`config.mk`:
```
export PLATFORM = sky130hd
export DESIGN_NAME = signed_varint_codec
export DESIGN_NICKNAME = d
export VERILOG_FILES = /design/src/design/svc_pkg.sv /design/src/design/signed_varint_codec.sv
export SDC_FILE = /design/constraint.sdc
export NUM_CORES = 1
export LEC_CHECK = 0
export ABC_AREA = 1
export BUFFER_PORTS_ARGS = -buffer_cell sky130_fd_sc_hd__buf_2
export CORE_MARGIN = 2
export CORE_UTILIZATION = 60
export CTS_CLUSTER_DIAMETER = 150
export DETAILED_ROUTE_END_ITERATION = 7
export PLACE_DENSITY = 0.8
export SLEW_MARGIN = 30
export SYNTH_ARGS = -nofsm -noshare
export SYNTH_HDL_FRONTEND = slang
export SYNTH_SLANG_ARGS = --single-unit
```
`constraint.sdc`:
```
create_clock -name clk_i -period 4 [get_ports clk_i]
set_input_delay 0.2 -clock clk_i [delete_from_list [all_inputs] [get_ports clk_i]]
set_output_delay 0.2 -clock clk_i [all_outputs]
set_load 0.03 [all_outputs]
```
`src/design/svc_pkg.sv`:
```
package svc_pkg;

  localparam int VALUE_W    = 64;
  localparam int VALUE_BITS = 64;
  localparam int GROUP_BITS = 7;
  localparam int MAX_GROUPS = (VALUE_BITS + GROUP_BITS - 1) / GROUP_BITS;
  localparam int CNT_W      = (MAX_GROUPS > 1) ? $clog2(MAX_GROUPS) : 1;
  localparam int SHIFT_W    = $clog2(MAX_GROUPS * GROUP_BITS);

  localparam logic       MODE_ENCODE = 1'b0;
  localparam logic       MODE_DECODE = 1'b1;
  localparam logic [7:0] MORE_FLAG   = 8'h80;

  typedef enum logic [1:0] {
    ST_OK       = 2'd0,
    ST_OVERFLOW = 2'd1,
    ST_TRUNC    = 2'd2
  } status_e;

  typedef enum logic [1:0] {
    S_IDLE,
    S_ENC,
    S_DEC
  } state_e;

  typedef struct packed {
    logic                       mode;
    logic signed [VALUE_W-1:0]  value;
    logic [7:0]                 in_byte;
    logic                       end_of_stream;
  } svc_in_t;

  typedef struct packed {
    logic [7:0]                 out_byte;
    logic signed [VALUE_W-1:0]  out_value;
    status_e                    status;
    logic                       last;
  } svc_out_t;

endpackage

```
`src/design/signed_varint_codec.sv`:
```
// channel | direction | handshake              | payload
// in      | input     | in_valid_i / in_ready_o  | in_data_i  (svc_in_t)
// out     | output    | out_valid_o / out_ready_i | out_data_o (svc_out_t)
//
// encode: the request is taken, then the shared code-word shift register
//   sends one group per cycle while the output is not stalled; a value
//   takes n groups (1 to MAX_GROUPS).
// decode: one byte per cycle while no result waits; a closing byte (last
//   group, overflow or end of stream) shows the single result until taken.
// reset clears state, accumulator and group count; output stalls hold the
//   shift register and the block takes no request until the last group leaves.
module signed_varint_codec (
  input  logic              clk_i,
  input  logic              rst_ni,
  input  logic              in_valid_i,
  output logic              in_ready_o,
  input  svc_pkg::svc_in_t  in_data_i,
  output logic              out_valid_o,
  input  logic              out_ready_i,
  output svc_pkg::svc_out_t out_data_o
);
  import svc_pkg::*;

  state_e                 state_q, state_d;
  logic [VALUE_BITS-1:0]  code_q, code_d;
  logic [VALUE_BITS-1:0]  acc_q, acc_d;
  logic [CNT_W-1:0]       gc_q, gc_d;
  status_e                status_q, status_d;
  logic                   mode_q, mode_d;

  logic                   in_fire, out_fire;
  logic                   more_out;
  logic [VALUE_BITS-1:0]  vlow, magv, code_enc;
  logic                   neg_in;
  logic [SHIFT_W-1:0]     shift;
  logic [VALUE_BITS-1:0]  acc_new;
  logic [CNT_W:0]         gc_inc;
  logic                   more_in, ovf;
  logic [VALUE_BITS-1:0]  dec_mag;
  logic signed [VALUE_BITS-1:0] dec_val;

  assign in_fire  = in_valid_i && in_ready_o;
  assign out_fire = out_valid_o && out_ready_i;
  assign more_out = |code_q[VALUE_BITS-1:GROUP_BITS];

  // sign-magnitude code word, magnitude loses its top bit
  assign vlow     = in_data_i.value[VALUE_BITS-1:0];
  assign neg_in   = vlow[VALUE_BITS-1];
  assign magv     = neg_in ? (VALUE_BITS'(0) - vlow) : vlow;
  assign code_enc = {magv[VALUE_BITS-2:0], neg_in};

  assign shift   = SHIFT_W'(gc_q * GROUP_BITS);
  assign acc_new = acc_q | (VALUE_BITS'(in_data_i.in_byte[6:0]) << shift);
  assign more_in = in_data_i.in_byte[7];
  assign gc_inc  = {1'b0, gc_q} + 1'b1;
  assign ovf     = more_in && (gc_inc >= (CNT_W+1)'(MAX_GROUPS));

  // next state
  always_comb begin
    state_d = state_q;
    unique case (state_q)
      S_IDLE: begin
        if (in_fire) begin
          if (in_data_i.mode == MODE_ENCODE) begin
            state_d = S_ENC;
          end else if (!more_in || ovf || in_data_i.end_of_stream) begin
            state_d = S_DEC;
          end
        end
      end
      S_ENC: begin
        if (out_fire && !more_out) state_d = S_IDLE;
      end
      S_DEC: begin
        if (out_fire) state_d = S_IDLE;
      end
      default: state_d = S_IDLE;
    endcase
  end

  // datapath registers
  always_comb begin
    code_d   = code_q;
    acc_d    = acc_q;
    gc_d     = gc_q;
    status_d = status_q;
    mode_d   = mode_q;
    if (in_fire) begin
      mode_d = in_data_i.mode;
      if (in_data_i.mode == MODE_ENCODE) begin
        code_d   = code_enc;
        status_d = ST_OK;
      end else if (!more_in) begin
        code_d   = acc_new;
        status_d = ST_OK;
        acc_d    = '0;
        gc_d     = '0;
      end else if (ovf) begin
        code_d   = '0;
        status_d = ST_OVERFLOW;
        acc_d    = '0;
        gc_d     = '0;
      end else if (in_data_i.end_of_stream) begin
        code_d   = acc_new;
        status_d = ST_TRUNC;
        acc_d    = '0;
        gc_d     = '0;
      end else begin
        acc_d = acc_new;
        gc_d  = gc_inc[CNT_W-1:0];
      end
    end else if (state_q == S_ENC && out_fire) begin
      code_d = code_q >> GROUP_BITS;
    end
  end

  always_ff @(posedge clk_i or negedge rst_ni) begin
    if (!rst_ni) begin
      state_q  <= S_IDLE;
      acc_q    <= '0;
      gc_q     <= '0;
      mode_q   <= MODE_ENCODE;
      status_q <= ST_OK;
    end else begin
      state_q  <= state_d;
      acc_q    <= acc_d;
      gc_q     <= gc_d;
      mode_q   <= mode_d;
      status_q <= status_d;
    end
  end

  always_ff @(posedge clk_i) begin
    code_q <= code_d;
  end

  // code word read back: low bit is the sign
  assign dec_mag = code_q >> 1;
  assign dec_val = code_q[0] ? (VALUE_BITS'(0) - dec_mag) : dec_mag;

  // outputs
  always_comb begin
    in_ready_o  = (state_q == S_IDLE);
    out_valid_o = (state_q != S_IDLE);
    out_data_o  = '0;
    unique case (state_q)
      S_ENC: begin
        out_data_o.out_byte = {more_out, code_q[6:0]};
        out_data_o.last     = !more_out;
        out_data_o.status   = ST_OK;
      end
      S_DEC: begin
        out_data_o.out_value = VALUE_W'(dec_val);
        out_data_o.status    = status_q;
        out_data_o.last      = 1'b1;
      end
      default: begin
        out_data_o = '0;
      end
    endcase
  end

  a_enc_continues: assert property (@(posedge clk_i) disable iff (!rst_ni)
    (state_q == S_ENC && out_fire && more_out) |=> (state_q == S_ENC && out_valid_o))
    else $error("encoder stopped before the final group");

  a_status_decode_only: assert property (@(posedge clk_i) disable iff (!rst_ni)
    (out_valid_o && out_data_o.status != ST_OK) |->
      (mode_q == MODE_DECODE && state_q == S_DEC))
    else $error("error status outside decode result");

  a_gc_range: assert property (@(posedge clk_i) disable iff (!rst_ni)
    ({1'b0, gc_q} < (CNT_W+1)'(MAX_GROUPS)))
    else $error("group count out of range");

  a_ovf_zero: assert property (@(posedge clk_i) disable iff (!rst_ni)
    (out_valid_o && out_data_o.status == ST_OVERFLOW) |-> (out_data_o.out_value == '0))
    else $error("overflow result carries a value");

endmodule
```
==> metrics.yaml, run 1 <==
critical_path:
  required_ns: 4.11
  cp-start-kind: "flip-flop"
  cp-endpoint: "code_q[53]"
  crit_buf_inv: 3
  max_stage_delay_ns: 0.54
  worstSetupPathType: "flip-flop to flip-flop"
  r2r_slack_ns: 1.01
  cp_data_arrival_time_ns: 3.10
  worstPathCellList: "clkinv_1 -> ha_1 -> nand2_1 -> o21ai_2 -> nand2_2 -> nand2_4 -> nand4_4 -> nand2_1 -> inv_2 -> buf_4"
  crit_fanout: 30
  reg2reg_to: "code_q[53]"
  path_delay_family: "buffers and inverters"
  crit_top_cell: "nand2_1"
  r2r_start: "gc_q[1]"
  slowest_stage: "dfrtp_1"
  crit_cells: 10
  rr_worst_depth: 10
  startpoint: "gc_q[1]"
  cp-end-kind: "flip-flop"
clock_network:
  holdBufCountCts: 1
  cts_setup_buffers: 0
  clkTransAtPathRegs_ns: 0.07
  clockBufferDepth: 2
  cts_resized: 0
  cts.sinks: 136
  clk-insertion-delay-late_ns: 0.43
  cts_root_buf: "clkbuf_16"
  cts_max_level: 4
  cts_buffers: 17
  cts_tree: "yes"
floorplanning:
  pin_count: 155
  die-width_um: 141.9
  die-area_mm2: 0.02015
  initial_utilization: 0.6104
  core.rowCount: 50
  core_area_mm2: 0.01871
  die_h_um: 141.9
sta:
  slew_headroom: 0.3557
  hold_violations: 0
  final-setup-viol-count: 0
  slew_violations: 0
  whs_ns: 0.1679
  skew_ns: 0.01351
  post-route-period-util: 0.7471
  max_freq_mhz: 334.6
  rsz0062_at_grt: "false"
  fin_crit_ns: 2.988
  fin_setup_tns_ns: 0
  tightest_slew_ns: 0.9654
logic_synthesis:
  yosys.area.top_type: "edfxtp_1"
  avgSynthCellArea_um2: 6.311
  synth_cells: 1809
  synth.most_common_cell: "nand2_1"
  yosys_register_bits: 136
  netlist.area_leader.share: 0.1683
  syn-cell-area_mm2: 0.01142
  yosys_warnings: 0
  synth.area.top_cells: "edfxtp_1 (17%), dfrtp_1 (16%), nand2_1 (15%)"
  synth_ff_type: "dfrtp_1"
  ys_seq_area_frac: 0.3261
  synth_nets: 1894
  synth_edf_count: 64
  yosysUniqueCellTypes: 47
  ys_async_sr_fraction: 0.5294
  synth_common_cells: "nand2_1 (448), nor2_1 (287), inv_1 (190), a21oi_1 (173), nand3_1 (154)"
route:
  first_pass_iters: 7
  ant_nets: 0
  via_count: 13160
  drc: 0
  drtIter0Drc: 1709
  routed_wl_um: 41160
  via_per_inst: 6.066
  wl_per_cell_um: 18.98
place:
  place_congestion: 0.9555
  port_buffers: 154
  dp_hpwl_um: 32030
  dp.cells: 2136
grt:
  first_global_vias: 11790
  grt_pass1_wl_um: 63840
  track_usage: 0.4126
  grt_overflow: 0
  grt_max_degree: 82
  antenna_found_initial: 0
finish:
  n_antenna_cell: 0
  layout-drive-gt1-share: 0.1344
  stdcell_count: 2169
  area_growth_pct: 12.42
  n_fill_cell: 1740
  nets: 2007
pwr:
  p_per_area_mw_per_mm2: 550.1
  leakage_nw: 5.821
  ir_worst_vdd_mv: 0.3898
run:
  maxCapViolations: 0
min_path:
  hp-class: "input pin to flip-flop"
  whs_path_depth: 3
run_status:
  outcome: "complete, no violations"
==> power breakdown <==
group	switching (mW)	internal, mW	leakage [nW]	total (mW)
registers	0.352	1.89	1.61	2.24
clock network	0.704	0.852	0.291	1.56
logic	2.39	0.878	3.92	3.26
total	3.44	3.62	5.82	7.06
==> registers in the layout, indices dropped and copies added (netlist names) <==
| signal | flops |
|---|---|
| code_q | 64 |
| status_q | 2 |
| state_q | 2 |
| gc_q | 4 |
| acc_q | 64 |
==> worst min path at each step <==
stage / endpoint / slack [ns] / from
2_1_floorplan: acc_q[0] / -0.1 / rst_ni
3_3_place_gp: acc_q[11] / 0.28 / rst_ni
3_5_place_dp: acc_q[39] / 0.29 / rst_ni
4_1_cts: status_q[0] / 0.16 / in_data_i[8]
5_1_grt: status_q[0] / 0.17 / in_data_i[8]
6_report: status_q[0] / 0.17 / in_data_i[8]
==> cell usage in the layout, fill, tap and decap left out, drive strengths merged, types with 5 or more instances in the layout <==
cell type    n
xor2         8
a21oi      189
o21bai      28
nand2      455
dfrtp       72
edfxtp      64
a22oi        5
nor3        37
ha           7
clkbuf      18
a31oi       15
o22ai        8
a21boi      18
nor2       301
buf        166
o21ai      117
nand4       30
nand3      156
nand3b       7
inv        212
==> cell families (layout without fill, tap and decap cells) <==
kind of cell | after synthesis | after routing | share of synthesized area
xor gates and xnor gates | 8 | 8 | 0.006137
buffers and inverters | 274 | 400 | 0.09677
DFF | 136 | 136 | 0.3261
adders and majority gates | 7 | 7 | 0.007671
and+or+nand+nor | 995 | 995 | 0.3682
AOI/OAI and AO/OA | 389 | 389 | 0.1951
==> per-layer routing <==
layer | wire [µm] | track usage | vias to the layer above
met5 | 0 | 0 | -
met4 | 2447 | 0.2142 | 0
met3 | 4746 | 0.06696 | 119
met2 | 17550 | 0.6145 | 892
met1 | 16420 | 0.5821 | 5936
li1 | - | - | 6210
==> worst register-to-register path: cells and delay by family, from the launching register on <==
kind | cells | cell delay, ns
AOI/OAI and AO/OA | 1 | 0.07
DFF | 1 | 0.54
adders and majority gates | 1 | 0.40
and+or+nand+nor | 5 | 0.43
buffers and inverters | 3 | 1.21
==> layout make-up <==
| class | count | area, µm² | area share |
|---|---|---|---|
| timing repair buffer | 167 | 883.3 | 0.06882 |
| tap | 234 | 292.8 | 0.02281 |
| multi-input combinational | 1399 | 6591 | 0.5136 |
| sequential | 136 | 3724 | 0.2901 |
| clock buffer | 18 | 439.2 | 0.03422 |
| inverter | 201 | 759.5 | 0.05917 |
| clock inverter | 14 | 145.1 | 0.01131 |
==> stage by stage <==
| stage | setup slack, ns | util | instance area (µm²) | total power, mW |
|---|---|---|---|---|
| 2_1_floorplan | 0.6092 | - | 11420 | 4.444 |
| 3_3_place_gp | 1.196 | 0.6542 | 12240 | 5.362 |
| 3_5_place_dp | 1.090 | 0.6544 | 12240 | 5.420 |
| 4_1_cts | 1.058 | 0.6862 | 12830 | 6.956 |
| 5_1_grt | 0.8275 | 0.6862 | 12830 | 7.434 |
| 6_report | 1.012 | 0.6862 | 12830 | 7.060 |
Power figures use the tool's default switching activity.
==> run 2, diff against run 1 <==
--- a/config.mk
+++ b/config.mk
@@ -5,13 +5,13 @@
 export SDC_FILE = /design/constraint.sdc
 export NUM_CORES = 1
 export LEC_CHECK = 0
-export ABC_AREA = 1
+export ABC_AREA = 0
 export BUFFER_PORTS_ARGS = -buffer_cell sky130_fd_sc_hd__buf_2
 export CORE_MARGIN = 2
-export CORE_UTILIZATION = 60
+export CORE_UTILIZATION = 59
 export CTS_CLUSTER_DIAMETER = 150
 export DETAILED_ROUTE_END_ITERATION = 7
-export PLACE_DENSITY = 0.8
+export PLACE_DENSITY = 0.79
 export SLEW_MARGIN = 30
 export SYNTH_ARGS = -nofsm -noshare
 export SYNTH_HDL_FRONTEND = slang
==> constraint.sdc (replaced) <==
create_clock -name clk_i -period 2.8 [get_ports clk_i]
set_input_delay 0.14 -clock clk_i [delete_from_list [all_inputs] [get_ports clk_i]]
set_output_delay 0.14 -clock clk_i [all_outputs]
set_load 0.03 [all_outputs]
==> metrics.yaml, run 2 <==
run_status:
  outcome: "finished with violations"
  violations: "setup timing"
critical_path:
  slowest_stage: "or4_4"
  crit_buf_inv: 4  # +1
  cp-start-kind: "flip-flop"
  crit_top_cell: "buf_4"
  required_ns: 2.66  # -1.45 ns
  max_stage_delay_ns: 0.46  # -0.08 ns
  path_delay_family: "simple AND/OR/NAND/NOR gates"
  cp_data_arrival_time_ns: 2.99  # -0.11 ns
  worstPathCellList: "buf_4 -> or4_4 -> nor4_2 -> buf_4 -> nand3_1 -> buf_6 -> o41ai_2 -> xnor2_1 -> and2_1 -> buf_4"
  worstSetupPathType: "flip-flop to output pin"
  r2r_slack_ns: 0.15  # -0.86 ns
  cp-end-kind: "output pin"
  crit_fanout: 14  # -53%
floorplanning:
  core_area_mm2: 0.01718  # -8.2%
  die-width_um: 136.0  # -4.2%
  die-area_mm2: 0.01849  # -8.2%
  core.rowCount: 48  # -4.0%
  pin_count: 155  # unchanged
  initial_utilization: 0.5982  # -0.01217
  die_h_um: 136.0  # -4.2%
sta:
  fin_crit_ns: 3.129
  worst_slack_ns: -0.3293  # -1.341 ns
  hold_violations: 0  # unchanged
  tightest_slew_ns: 0.8400  # -0.1254 ns
  slew_headroom: 0.4400  # +0.08432
  max_freq_mhz: 319.6
  rsz0062_at_grt: "true"
  skew_ns: 0.007278  # -0.006227 ns
  final-setup-viol-count: 45  # +45
  post-route-period-util: 1.118
  slew_violations: 0  # unchanged
  whs_ns: 0.03851  # -0.1294 ns
clock_network:
  cts_root_buf: "clkbuf_16"
  clockBufferDepth: 2  # unchanged
  clkTransAtPathRegs_ns: 0.06  # about the same
  clk-insertion-delay-late_ns: 0.44  # about the same
  cts_buffers: 17  # unchanged
  cts.sinks: 136  # unchanged
  cts_tree: "yes"
  cts_max_level: 4  # unchanged
logic_synthesis:
  synth.area.top_cells: "edfxtp_1 (19%), dfrtp_1 (18%), xnor2_1 (6.0%)"
  synth_edf_count: 64  # unchanged
  yosys.area.top_type: "edfxtp_1"
  syn-cell-area_mm2: 0.01027  # -10%
  ys_async_sr_fraction: 0.5294  # unchanged
  yosysUniqueCellTypes: 69  # +47%
  ys_seq_area_frac: 0.3624  # +0.03626
  yosys_register_bits: 136  # unchanged
  synth_cells: 1227  # -32%
  netlist.area_leader.share: 0.1870  # +0.01871
  synth_nets: 1312  # -31%
  synth_common_cells: "nor2_1 (148), a21oi_1 (95), clkbuf_1 (86), dfrtp_1 (72), and2_1 (71)"
  avgSynthCellArea_um2: 8.374  # +33%
  yosys_warnings: 0  # unchanged
  synth_ff_type: "dfrtp_1"
  synth.most_common_cell: "nor2_1"
pwr:
  p_per_area_mw_per_mm2: 862.5  # +57%
  leakage_nw: 5.353  # -8.1%
  ir_worst_vdd_mv: 0.6128  # +57%
route:
  ant_nets: 0  # unchanged
  via_per_inst: 6.830  # +13%
  wl_per_cell_um: 22.87  # +21%
  via_count: 11440  # -13%
  first_pass_iters: 6  # -1
  drtIter0Drc: 1707  # -0.12%
  routed_wl_um: 38300  # -6.9%
  drc: 0  # unchanged
place:
  dp_hpwl_um: 25560  # -20%
  dp.cells: 1607  # -25%
  dp_slack_ns: -0.07097  # -1.161 ns
  port_buffers: 154  # unchanged
  place_congestion: 0.9960  # +4.2%
finish:
  area_growth_pct: 29.42
  stdcell_count: 1675  # -23%
  nets: 1521  # -24%
  top_regs: "acc_q (64), code_q (64), gc_q (4)"
  n_fill_cell: 1190  # -32%
  layout-drive-gt1-share: 0.2857  # +0.1513
  most-common-layout-cells: "nor2_1 (146), buf_4 (138), buf_2 (119), a21oi_1 (94), dfrtp_1 (72)"
  final_common_cell: "nor2_1"
run:
  maxCapViolations: 0  # unchanged
min_path:
  hp-class: "input pin to flip-flop"
grt:
  antenna_found_initial: 1  # +1
  grt_max_degree: 73  # -11%
  first_global_vias: 10240  # -13%
  track_usage: 0.4049  # -0.007641
  grt_overflow: 0  # unchanged
  grt_pass1_wl_um: 57010  # -11%
## run 2: cell types whose count changed after synthesis, sizes merged, moves of 53 or more
cell / previous run / this run
a31oi: 15 / 68
and2: 0 / 71
o21ai: 117 / 60
nand2: 455 / 57
a21oi: 189 / 95
nand3: 156 / 17
nor2: 301 / 149
xnor2: 0 / 70
inv: 199 / 17
## run 2: final timing paths
path,from,to,cells after the start
max in group asynchronous,rst_ni,acc_q[21],3
setup reg to reg,code_q[15],state_q[1],9
min in group asynchronous,rst_ni,acc_q[2],3
hold / removal,in_data_i[0],status_q[1],3
hold reg to reg,acc_q[23],acc_q[23],2
setup / recovery,code_q[1],out_data_o[62],10
## run 2: final cells by class
cell class	instances	area, µm²	share of cell area
multi-input combinational	971	6590	0.4956
clock buffer	20	466.7	0.03510
tap	225	281.5	0.02117
sequential	136	3724	0.2800
clock inverter	12	87.58	0.006586
timing repair buffer	293	2077	0.1562
inverter	17	68.82	0.005175
antenna	1	2.502	0.0001882
## run 2: layer usage
layer / up-vias / GRT usage / part of all wire
met5: - / 0 / 0
met4: 0 / 0.1719 / 0.040
met3: 162 / 0.08501 / 0.13
met2: 918 / 0.6049 / 0.44
met1: 5324 / 0.5720 / 0.39
li1: 5036 / - / -
## run 2: per-stage QoR
step           utilization  setup TNS (ns)  area, µm²  power [mW]
2_1_floorplan            -          -5.202      10370       6.539
3_3_place_gp        0.6917               0      11880       8.264
3_5_place_dp        0.6917         -0.1779      11880       8.371
4_1_cts             0.7652          -3.885      13140       11.02
5_1_grt             0.7742          -12.09      13300       11.92
6_report            0.7742          -8.038      13300       11.47
## run 2: tightest hold or removal path, delay by kind of cell
kind            cells  cell delay, ns
buf+inv             1            0.13
simple gates        1            0.09
compound gates      1            0.07
## run 2: where the power goes
part | switching (mW) | internal (mW)
Combinational | 3.63 | 2.47
Clock | 0.930 | 1.21
Sequential | 0.487 | 2.74
## run 2: cell families (layout without fill, tap and decap cells)
kind of cell               count (synthesis)  after routing  share of synthesized area
buffers and inverters                    120            342                    0.04554
xor gates and xnor gates                  90             90                    0.07672
and+or+nand+nor                          484            484                     0.2502
other                                      0              1                          0
adders and majority gates                  7              7                   0.008524
AOI/OAI and AO/OA                        369            369                     0.2358
muxes                                     21             21                    0.02082
DFF                                      136            136                     0.3624
## run 2: what timing repair did
action / in CTS / in global routing
hold buffers: 1 / 0
endpoints found under the setup margin: 55 / 53
gates cloned: 1 / 0
setup buffers: 28 / 5
pin swaps: 25 / 11
hold endpoints to repair: 72 / 0
resized for setup: 114 / 29
